### config.mk
export PLATFORM = sky130hd
export DESIGN_NAME = gradient_stop_interpolator
export DESIGN_NICKNAME = d
export VERILOG_FILES = /design/src/design/gsi_pkg.sv /design/src/design/gradient_stop_interpolator.sv /design/src/design/gsi_cell.sv /design/src/design/gsi_interp.sv
export VERILOG_INCLUDE_DIRS = /design/src /design/src/design
export SDC_FILE = /design/constraint.sdc
export NUM_CORES = 2
export LEC_CHECK = 0
export BUFFER_PORTS_ARGS = -buffer_cell sky130_fd_sc_hd__buf_2
export CORE_UTILIZATION = 65
export CTS_CLUSTER_SIZE = 25
export DETAILED_ROUTE_END_ITERATION = 12
export GPL_TIMING_DRIVEN = 0
export PLACE_DENSITY = 0.82
export SLEW_MARGIN = 20
export SYNTH_ARGS = -nofsm -noshare
export SYNTH_HDL_FRONTEND = slang
export SYNTH_HIERARCHICAL = 1
export SYNTH_SLANG_ARGS = --single-unit
export TNS_END_PERCENT = 100
### constraint.sdc
create_clock -name clk_i -period 29.6 [get_ports clk_i]
set_clock_uncertainty 0.2 [all_clocks]
set_input_delay 2.96 -clock clk_i [delete_from_list [all_inputs] [get_ports clk_i]]
set_output_delay 2.96 -clock clk_i [all_outputs]
set_load 0.005 [all_outputs]
### src/design/assert_macros.svh
// Assertion macros shared by the RTL.
// No dependencies.
`ifndef ASSERT_MACROS_SVH
`define ASSERT_MACROS_SVH

// Property checked at every rising clock edge outside reset.
`define GSI_ASSERT(lbl, clk, rst_n, prop, msg) \
  lbl: assert property (@(posedge clk) disable iff (!rst_n) prop) else $error(msg);

// Condition that must never be true outside reset.
`define GSI_ASSERT_NEVER(lbl, clk, rst_n, cond, msg) \
  lbl: assert property (@(posedge clk) disable iff (!rst_n) !(cond)) else $error(msg);

`endif

### src/design/gsi_pkg.sv
// Types and constants of the gradient stop interpolator.
// No dependencies.
package gsi_pkg;

  localparam int unsigned OffW  = 17;
  localparam int unsigned ChW   = 8;
  localparam int unsigned NumCh = 4;
  localparam int unsigned CfgW  = 4;
  localparam int unsigned SlotW = 3;
  localparam int unsigned NumW  = 25;  // lo*wlo + hi*whi + d/2 < 2^25

  localparam logic CmdWrite = 1'b0;
  localparam logic CmdEval  = 1'b1;

  typedef struct packed {
    logic             cmd;
    logic [SlotW-1:0] stop_index;
    logic [OffW-1:0]  stop_offset;
    logic [ChW-1:0]   stop_red;
    logic [ChW-1:0]   stop_green;
    logic [ChW-1:0]   stop_blue;
    logic [ChW-1:0]   stop_alpha;
    logic [OffW-1:0]  position;
  } in_item_t;

  typedef struct packed {
    logic [ChW-1:0] out_red;
    logic [ChW-1:0] out_green;
    logic [ChW-1:0] out_blue;
    logic [ChW-1:0] out_alpha;
  } out_item_t;

  // channel order: red, green, blue, alpha
  typedef struct packed {
    logic [OffW-1:0]             offset;
    logic [NumCh-1:0][ChW-1:0]   ch;
  } stop_t;

  typedef struct packed {
    logic             valid;
    logic             found;
    logic [OffW-1:0]  pos;
    stop_t            lo;
    stop_t            hi;
  } token_t;

  typedef struct packed {
    logic             en;
    logic [SlotW-1:0] slot;
    stop_t            data;
  } stop_wr_t;

endpackage

### src/design/gradient_stop_interpolator.sv
// Gradient stop interpolator: an evaluate item passes the cells of the search chain
// in turn (the accepting edge loads the first cell), then the weights, the products,
// eight steps of the shared divider and the output register; when the bracketing
// stops coincide, the products and the divider are skipped. One evaluate is in flight
// at a time; write items are taken one per cycle when idle. The next item is accepted
// while a result waits in the output register. Reset (async, low): stop_count = 1,
// pipeline empty; the stop table is not cleared.
`include "assert_macros.svh"
module gradient_stop_interpolator import gsi_pkg::*; #(
  parameter int unsigned MAX_STOPS = 8
) (
  input  logic            clk_i,
  input  logic            rst_ni,
  input  logic            cfg_we_i,
  input  logic [CfgW-1:0] cfg_wdata_i,
  input  logic            in_valid_i,
  output logic            in_ready_o,
  input  in_item_t        in_item_i,
  output logic            out_valid_o,
  input  logic            out_ready_i,
  output out_item_t       out_item_o
);

  localparam int unsigned CntW = $clog2(MAX_STOPS + 1);

  logic [CfgW-1:0]      cnt_q;
  logic [CntW-1:0]      n_eff;
  token_t               tok [MAX_STOPS+1];
  logic [MAX_STOPS-1:0] chain_vld;
  stop_wr_t             wr;
  logic                 in_acc, ip_busy, res_valid, take, busy;
  out_item_t            res, out_q;
  logic                 out_valid_q;

  always_ff @(posedge clk_i or negedge rst_ni) begin
    if (!rst_ni) begin
      cnt_q <= CfgW'(1);
    end else if (cfg_we_i) begin
      cnt_q <= cfg_wdata_i;
    end
  end

  always_comb begin
    if (cnt_q == '0) begin
      n_eff = CntW'(1);
    end else if (int'(cnt_q) > MAX_STOPS) begin
      n_eff = CntW'(MAX_STOPS);
    end else begin
      n_eff = CntW'(cnt_q);
    end
  end

  assign in_acc = in_valid_i && in_ready_o;

  assign wr.en   = in_acc && (in_item_i.cmd == CmdWrite);
  assign wr.slot = in_item_i.stop_index;
  assign wr.data = '{offset: in_item_i.stop_offset,
                     ch: {in_item_i.stop_alpha, in_item_i.stop_blue,
                          in_item_i.stop_green, in_item_i.stop_red}};

  always_comb begin
    tok[0]       = '0;
    tok[0].valid = in_acc && (in_item_i.cmd == CmdEval);
    tok[0].pos   = in_item_i.position;
  end

  for (genvar i = 0; i < MAX_STOPS; i++) begin : g_cell
    gsi_cell #(.IDX(i), .CntW(CntW)) u_cell (
      .clk_i   (clk_i),
      .rst_ni  (rst_ni),
      .wr_i    (wr),
      .count_i (n_eff),
      .tok_i   (tok[i]),
      .tok_o   (tok[i+1])
    );
    assign chain_vld[i] = tok[i+1].valid;
  end

  gsi_interp u_interp (
    .clk_i       (clk_i),
    .rst_ni      (rst_ni),
    .tok_i       (tok[MAX_STOPS]),
    .take_i      (take),
    .busy_o      (ip_busy),
    .res_valid_o (res_valid),
    .res_o       (res)
  );

  assign busy       = (|chain_vld) || ip_busy;
  assign in_ready_o = !busy;
  assign take       = res_valid && (!out_valid_q || out_ready_i);

  always_ff @(posedge clk_i or negedge rst_ni) begin
    if (!rst_ni) begin
      out_valid_q <= 1'b0;
    end else if (take) begin
      out_valid_q <= 1'b1;
    end else if (out_ready_i) begin
      out_valid_q <= 1'b0;
    end
  end

  always_ff @(posedge clk_i) begin
    if (take) begin
      out_q <= res;
    end
  end

  assign out_valid_o = out_valid_q;
  assign out_item_o  = out_q;

  `GSI_ASSERT(a_eval_starts, clk_i, rst_ni,
              in_acc && in_item_i.cmd == CmdEval |=> busy, "evaluate item lost")
  `GSI_ASSERT(a_write_idle, clk_i, rst_ni,
              in_acc && in_item_i.cmd == CmdWrite |=> !busy, "write item started work")
  `GSI_ASSERT_NEVER(a_one_item, clk_i, rst_ni,
                    $countones({chain_vld, ip_busy}) > 1, "more than one item in flight")

endmodule

### src/design/gsi_cell.sv
// One stop cell of the search chain: holds a stop, updates the passing token.
// Depends on gsi_pkg.
module gsi_cell import gsi_pkg::*; #(
  parameter int unsigned IDX  = 0,
  parameter int unsigned CntW = 4
) (
  input  logic            clk_i,
  input  logic            rst_ni,
  input  stop_wr_t        wr_i,
  input  logic [CntW-1:0] count_i,
  input  token_t          tok_i,
  output token_t          tok_o
);

  stop_t  stop_q;
  token_t tok_d, tok_q;
  logic   vld_q;
  logic   in_use;

  assign in_use = (IDX < int'(count_i));

  always_comb begin
    tok_d = tok_i;
    if (tok_i.valid && !tok_i.found && in_use) begin
      if (stop_q.offset >= tok_i.pos) begin
        tok_d.found = 1'b1;
        tok_d.hi    = stop_q;
        if (IDX == 0) begin
          tok_d.lo = stop_q;
        end
      end else begin
        tok_d.lo = stop_q;
        tok_d.hi = stop_q;
      end
    end
  end

  always_ff @(posedge clk_i) begin
    if (wr_i.en && (int'(wr_i.slot) == IDX)) begin
      stop_q <= wr_i.data;
    end
  end

  always_ff @(posedge clk_i or negedge rst_ni) begin
    if (!rst_ni) begin
      vld_q <= 1'b0;
    end else begin
      vld_q <= tok_d.valid;
    end
  end

  always_ff @(posedge clk_i) begin
    tok_q <= tok_d;
  end

  always_comb begin
    tok_o       = tok_q;
    tok_o.valid = vld_q;
  end

endmodule

### src/design/gsi_interp.sv
// Interpolation unit: weights, products, and an 8-step restoring divider.
// Depends on gsi_pkg.
module gsi_interp import gsi_pkg::*; (
  input  logic      clk_i,
  input  logic      rst_ni,
  input  token_t    tok_i,
  input  logic      take_i,
  output logic      busy_o,
  output logic      res_valid_o,
  output out_item_t res_o
);

  typedef enum logic [1:0] {S_IDLE, S_MUL, S_DIV, S_DONE} state_e;

  state_e                    state_q;
  logic [OffW-1:0]           d_q, wlo_q, whi_q;
  logic [NumCh-1:0][ChW-1:0] lo_q, hi_q, quo_q;
  logic [NumCh-1:0][NumW-1:0] rem_q;
  logic [NumW-1:0]           dsh_q;
  logic [2:0]                step_q;

  always_ff @(posedge clk_i or negedge rst_ni) begin
    if (!rst_ni) begin
      state_q <= S_IDLE;
      step_q  <= '0;
    end else begin
      unique case (state_q)
        S_IDLE: begin
          if (tok_i.valid) begin
            state_q <= (tok_i.hi.offset <= tok_i.lo.offset) ? S_DONE : S_MUL;
          end
        end
        S_MUL: begin
          state_q <= S_DIV;
          step_q  <= 3'd7;
        end
        S_DIV: begin
          step_q <= step_q - 3'd1;
          if (step_q == 3'd0) begin
            state_q <= S_DONE;
          end
        end
        S_DONE: begin
          if (take_i) begin
            state_q <= S_IDLE;
          end
        end
        default: state_q <= S_IDLE;
      endcase
    end
  end

  always_ff @(posedge clk_i) begin
    case (state_q)
      S_IDLE: begin
        d_q   <= tok_i.hi.offset - tok_i.lo.offset;
        wlo_q <= tok_i.hi.offset - tok_i.pos;
        whi_q <= tok_i.pos - tok_i.lo.offset;
        lo_q  <= tok_i.lo.ch;
        hi_q  <= tok_i.hi.ch;
        quo_q <= tok_i.hi.ch;
      end
      S_MUL: begin
        for (int j = 0; j < NumCh; j++) begin
          rem_q[j] <= NumW'(lo_q[j] * wlo_q) + NumW'(hi_q[j] * whi_q)
                    + NumW'(d_q >> 1);
        end
        dsh_q <= NumW'({d_q, 7'd0});
      end
      S_DIV: begin
        for (int j = 0; j < NumCh; j++) begin
          if (rem_q[j] >= dsh_q) begin
            rem_q[j] <= rem_q[j] - dsh_q;
            quo_q[j] <= {quo_q[j][ChW-2:0], 1'b1};
          end else begin
            quo_q[j] <= {quo_q[j][ChW-2:0], 1'b0};
          end
        end
        dsh_q <= dsh_q >> 1;
      end
      default: ;
    endcase
  end

  assign busy_o      = (state_q != S_IDLE);
  assign res_valid_o = (state_q == S_DONE);
  assign res_o       = '{out_red: quo_q[0], out_green: quo_q[1],
                         out_blue: quo_q[2], out_alpha: quo_q[3]};

endmodule
* Word-level counts from Yosys, hierarchy flattened
Cells that the tools add are included.
** Word-level totals
- Input bits :: 79
- Register bits :: 1592
- Word-level logic and storage cells :: 330
- Output and inout bits :: 34
** Operators by class
- Equal/unequal tests :: 17
- Multiply operators :: 8
- $add $sub $neg :: 16
- Muxes and demuxes :: 48
- $lt $le $gt $ge :: 22
- Reduce and logical (&&, ||, !) cells :: 52
- Bitwise logic cells :: 1
** Operators by type and width (count)
- 2-to-1 mux 98 bit :: 7
- 2-to-1 mux 49 bit :: 7
- multiplier 8 x 17 -> 25 bit :: 8
- case mux 100 bit (2 select lines) :: 1
- >= comparator 17 bit :: 8
- adder 25 x 16 -> 25 bit :: 4
- adder 25 bit :: 4
- >= comparator 25 bit :: 4
- 2-to-1 mux 25 bit :: 4
- subtractor 25 bit :: 4
- case mux 32 bit (2 select lines) :: 1
- subtractor 17 bit :: 3
- case mux 25 bit (2 select lines) :: 1
- logical AND 1 bit :: 27
- 2-to-1 mux 1 bit :: 19
- <= comparator 17 bit :: 1
- less-than comparator 3 x 4 -> 1 bit (first input constant) :: 4
- == test 3 bit (second input constant) :: 4
- inequality test 2 x 1 -> 1 bit (second input constant) :: 6
- zero test 1 bit :: 9
- less-than comparator 1 x 4 -> 1 bit (first input constant) :: 2
- less-than comparator 2 x 4 -> 1 bit (first input constant) :: 2
- 2-to-1 mux 2 bit :: 4
- 2-to-1 mux 4 bit :: 2
- other kinds (18) :: 28

* Longest topological paths before layout
- Depth in word-level cells :: 6
- Mapped depth :: 24
- Gate-level depth less buffers :: 22

* By module
Netlist, hierarchy kept.
** By module, submodules not included
- gsi_interp :: seq. area each 8262.9 µm², instances 1, cells an instance 5700, area each 53058.4 µm²
- gsi_cell at g_cell[3].u_cell :: seq. area each 3818.7 µm², instances 1, cells an instance 342, area each 5522.8 µm²
- gsi_cell at g_cell[6].u_cell :: seq. area each 3818.7 µm², instances 1, cells an instance 339, area each 5487.8 µm²
- gsi_cell at g_cell[4].u_cell :: seq. area each 3818.7 µm², instances 1, cells an instance 343, area each 5486.5 µm²
- gsi_cell at g_cell[5].u_cell :: seq. area each 3818.7 µm², instances 1, cells an instance 339, area each 5486.5 µm²
- gsi_cell at g_cell[1].u_cell :: seq. area each 3818.7 µm², instances 1, cells an instance 338, area each 5482.8 µm²
- gsi_cell at g_cell[2].u_cell :: seq. area each 3818.7 µm², instances 1, cells an instance 336, area each 5482.8 µm²
- gsi_cell at g_cell[7].u_cell :: seq. area each 3818.7 µm², instances 1, cells an instance 338, area each 5476.5 µm²
- gsi_cell at g_cell[0].u_cell :: seq. area each 3818.7 µm², instances 1, cells an instance 492, area each 5302.6 µm²
- gradient_stop_interpolator :: seq. area each 1087.3 µm², instances 1, cells an instance 57, area each 1231.2 µm²

* Worst setup path after synthesis
OpenSTA, ideal clock, no wires.
- Kind :: reg-to-reg
- Start :: register u_interp.state_q[0]
- End :: register g_cell[0].u_cell/stop_q[0] in the netlist's numbering, enable pin
- Cell stages (with the launch flop) :: 7
- Slack :: 19.016 ns
- Data arrival time :: 9.787 ns
- Setup time :: 0.597 ns
- Clock period less this slack :: 10.584 ns
- Path through :: dfrtp_1 > inv_1 > ha_1 > inv_1 > or4_4 > nor4_1 > nor4b_1
** RTL lines
- from (decl) :: line gsi_interp.sv:15 : state_e state_q;
- from (signal assigned) :: line gsi_interp.sv:30 : state_q <= (tok_i.hi.offset <= tok_i.lo.offset) ? S_DONE : S_MUL;
- to (signal assigned) :: line gsi_cell.sv:40 : stop_q <= wr_i.data;
- to (decl) :: line gsi_cell.sv:15 : stop_t stop_q;

* Final worst setup path
- Start :: register u_interp.wlo_q[1]
- End :: register u_interp/rem_q[49] in the netlist's numbering (data pin)
** Between the ends
- Longest elaborated chain between the ends :: 4
** Ends and longest elaborated chain
- from (decl) :: line gsi_interp.sv:16 : logic [OffW-1:0] d_q, wlo_q, whi_q;
- from (signal assigned) :: line gsi_interp.sv:57 : wlo_q <= tok_i.hi.offset - tok_i.pos;
- multiplier 8 x 17 -> 25 bit :: line gsi_interp.sv:65 : rem_q[j] <= NumW'(lo_q[j] * wlo_q) + NumW'(hi_q[j] * whi_q)
- adder 25 bit :: line gsi_interp.sv:65
- adder 25 x 16 -> 25 bit :: line gsi_interp.sv:66 : + NumW'(d_q >> 1);
- case mux 100 bit (2 select lines) :: line gsi_interp.sv:54 : case (state_q)
- to (signal, indexed assignment) :: line gsi_interp.sv:65
- to (signal, indexed assignment) :: line gsi_interp.sv:73 : rem_q[j] <= rem_q[j] - dsh_q;
- to (decl) :: line gsi_interp.sv:18 : logic [NumCh-1:0][NumW-1:0] rem_q;
Every way passes these cells.
A chain may end at the register's enable or synchronous reset.

==> impl_metrics.tcl <==
set metrics [dict create \
    status "complete, no violations" \
    maxSlewHeadroom_pct 18.8 \
    grt_use_met3_pct 6.68 \
    timing.rr.end "u_interp/rem_q[49]$_DFFE_PP_" \
    core_area_um2 150000 \
    initial_core_util_pct 65.4 \
    min_path_cells 0 \
    finalCritPeriodShare_pct 28.0 \
    grt_max_degree 59 \
    cts-htree-levels 4 \
    drv_slew 0 \
    drive_gt1_share_pct 13.7 \
    wl_per_cell_um 24.2 \
    die_x_um 390 \
    cp.arrival_ns 8.59 \
    rrSetupSlack_ns 21.32 \
    port_buffers 112 \
    grt_util_all_layers_pct 36.1 \
    cts_resized 0 \
    hold_path_class "reg2reg" \
    critical_path_buf_inv_count 4 \
    antenna_found_initial 23 \
    cts.path.max_buffers 3 \
    endpoint_kind "register" \
    rr_worst_depth 21 \
    seq_area_um2 39900 \
    worst_path_most_repeated_cell "fa_1" \
    drtIter0Drc 5205 \
    clock_sink_count 1640 \
    ys_warn_count 6 \
    crit_start "u_interp/wlo_q[1]$_DFFE_PP_" \
    antenna_left 0 \
    holdPathEnd "g_cell[5].u_cell/tok_o[109]$_DFF_P_" \
    finalHoldViolCount 0 \
    path_max_fanout 10 \
    layout.nets 10700 \
    grt_pass1_vias 68300 \
    rsz0062_at_grt "false" \
    fmax_mhz 121 \
    num_vias 64500 \
    cpPeakStageDelay_ns 0.94 \
    viasPerCell 5.76 \
    gp_congestion 1.05 \
    fp-row-count 142 \
    die_area_um2 152000 \
    cts_setup_buffers 0 \
    cts_tree "done" \
    r2r-start "u_interp/wlo_q[1]$_DFFE_PP_" \
    multi_input_area_um2 52000 \
    numCtsBuffers 155 \
    io_pins 113 \
    grt_first_pass_wirelength_mm 409 \
    tightest_slew_ns 1.22 \
    hp-start "g_cell[4].u_cell/tok_o[109]$_DFF_P_" \
    slowest_stage "clkbuf_1" \
    crit_required_ns 29.91 \
    dpl.hpwl_mm 209 \
    synth_area_um2 98000 \
    area_delta_synth_final_pct 9.66 \
    netlist_instances 8622 \
    start_kind "register" \
    clock-root-buffer "clkbuf_16" \
    overflow 0 \
    setup_viol 0 \
    top_usage_layer "met2" \
    min_period_ns 8.28 \
    drc 0 \
    clock_latency_ns 0.81 \
    clkSlewWorstSetupHoldPaths_ns 0.07 \
    setup_tns_ns 0 \
    hold_buffers 0 \
    synthesis.area_per_instance_um2 11.4 \
    maxCapViolCount 0 \
    path_class "reg2reg" \
    num-fill-cells 10000 \
    crit_family "adder cells" \
    drt_wl_total_mm 271 \
    worstPathCellList "clkbuf_1 -> nand2_1 -> fa_1 -> fa_1 -> inv_1 -> fa_1 -> fa_1 -> fa_1 -> inv_1 -> fa_1 -> inv_1 -> ha_1 -> o21ai_0 -> a21oi_1 -> o221ai_1 -> o21ai_0 -> a21oi_1 -> o211ai_1 -> a31oi_1 -> xnor2_1 -> mux2i_1" \
    use_met1_pct 44.0 \
    met2_usage_pct 58.2 \
    firstDrtPassIters 6 \
    die_y_um 390 \
]
==> per-layer routing <==
layer | wire [µm] | share of wire [%] | vias to the layer above
met5 | 85 | 0.031 | -
met4 | 22000 | 8.1 | 14
met3 | 21900 | 8.1 | 909
met2 | 126000 | 46 | 2933
met1 | 101000 | 37 | 32000
li1 | - | - | 28600
==> layout by cell type, fill, tap and decap left out, drive strengths merged, types with 45 or more instances in the layout <==
master,n
inv,1393
nand2,1046
fa,959
dfxtp,927
mux2,730
edfxtp,695
ha,587
and2,484
clkbuf,439
buf,225
a21oi,223
nor2,183
o21ai,174
xnor2,128
conb,102
a21o,94
xor2,73
nor3,52
clkinv,51
o21a,49
nand3,49
nor2b,47
nand2b,45
==> flip-flops by register name (all words and copies together), names as in the netlist, 24 cells and up <==
name / cells
g_cell.u_cell/stop_q: 392
u_interp/hi_q: 32
u_interp/lo_q: 32
g_cell.u_cell/tok_o: 927
out_item_o: 32
u_interp/res_o: 32
u_interp/dsh_q: 24
u_interp/rem_q: 100
==> worst max path at each step <==
stage,depth (start not counted),slack [ns],endpoint
6_report,21,21.32,u_interp/rem_q[49]$_DFFE_PP_
5_1_grt,20,21.17,u_interp/rem_q[47]$_DFFE_PP_
4_1_cts,20,21.59,u_interp/rem_q[47]$_DFFE_PP_
3_5_place_dp,20,21.61,u_interp/rem_q[47]$_DFFE_PP_
3_3_place_gp,6,14.58,g_cell[0].u_cell/stop_q[14]$_DFFE_PP_
2_1_floorplan,6,19.02,g_cell[0].u_cell/stop_q[0]$_DFFE_PP_
==> metrics by stage <==
step                area [µm²]  setup WS (ns)  utilization [%]  cells  hold slack (ns)
finish                  107000          21.32             71.7  11200            0.146
floorplan                98400          19.02                -   8723            0.131
CTS                     107000          21.59             71.7  11200            0.138
global route            107000          21.17             71.7  11200            0.142
global placement        101000          14.58             67.7  10900            0.137
detailed placement      102000          21.61             68.1  10900            0.138
==> layout make-up <==
type,count,area share [%]
multi-input combinational,5394,48.4
sequential,1640,37.1
inverter,1387,4.84
clock buffer,215,4.13
tap,2016,2.35
buffer,302,1.27
clock inverter,73,0.937
timing repair buffer,147,0.912
antenna,7,0.0163
Power is left out: the tool's default activity adds up to more than one toggle a clock period on the data nets, which glitch-free logic cannot reach.
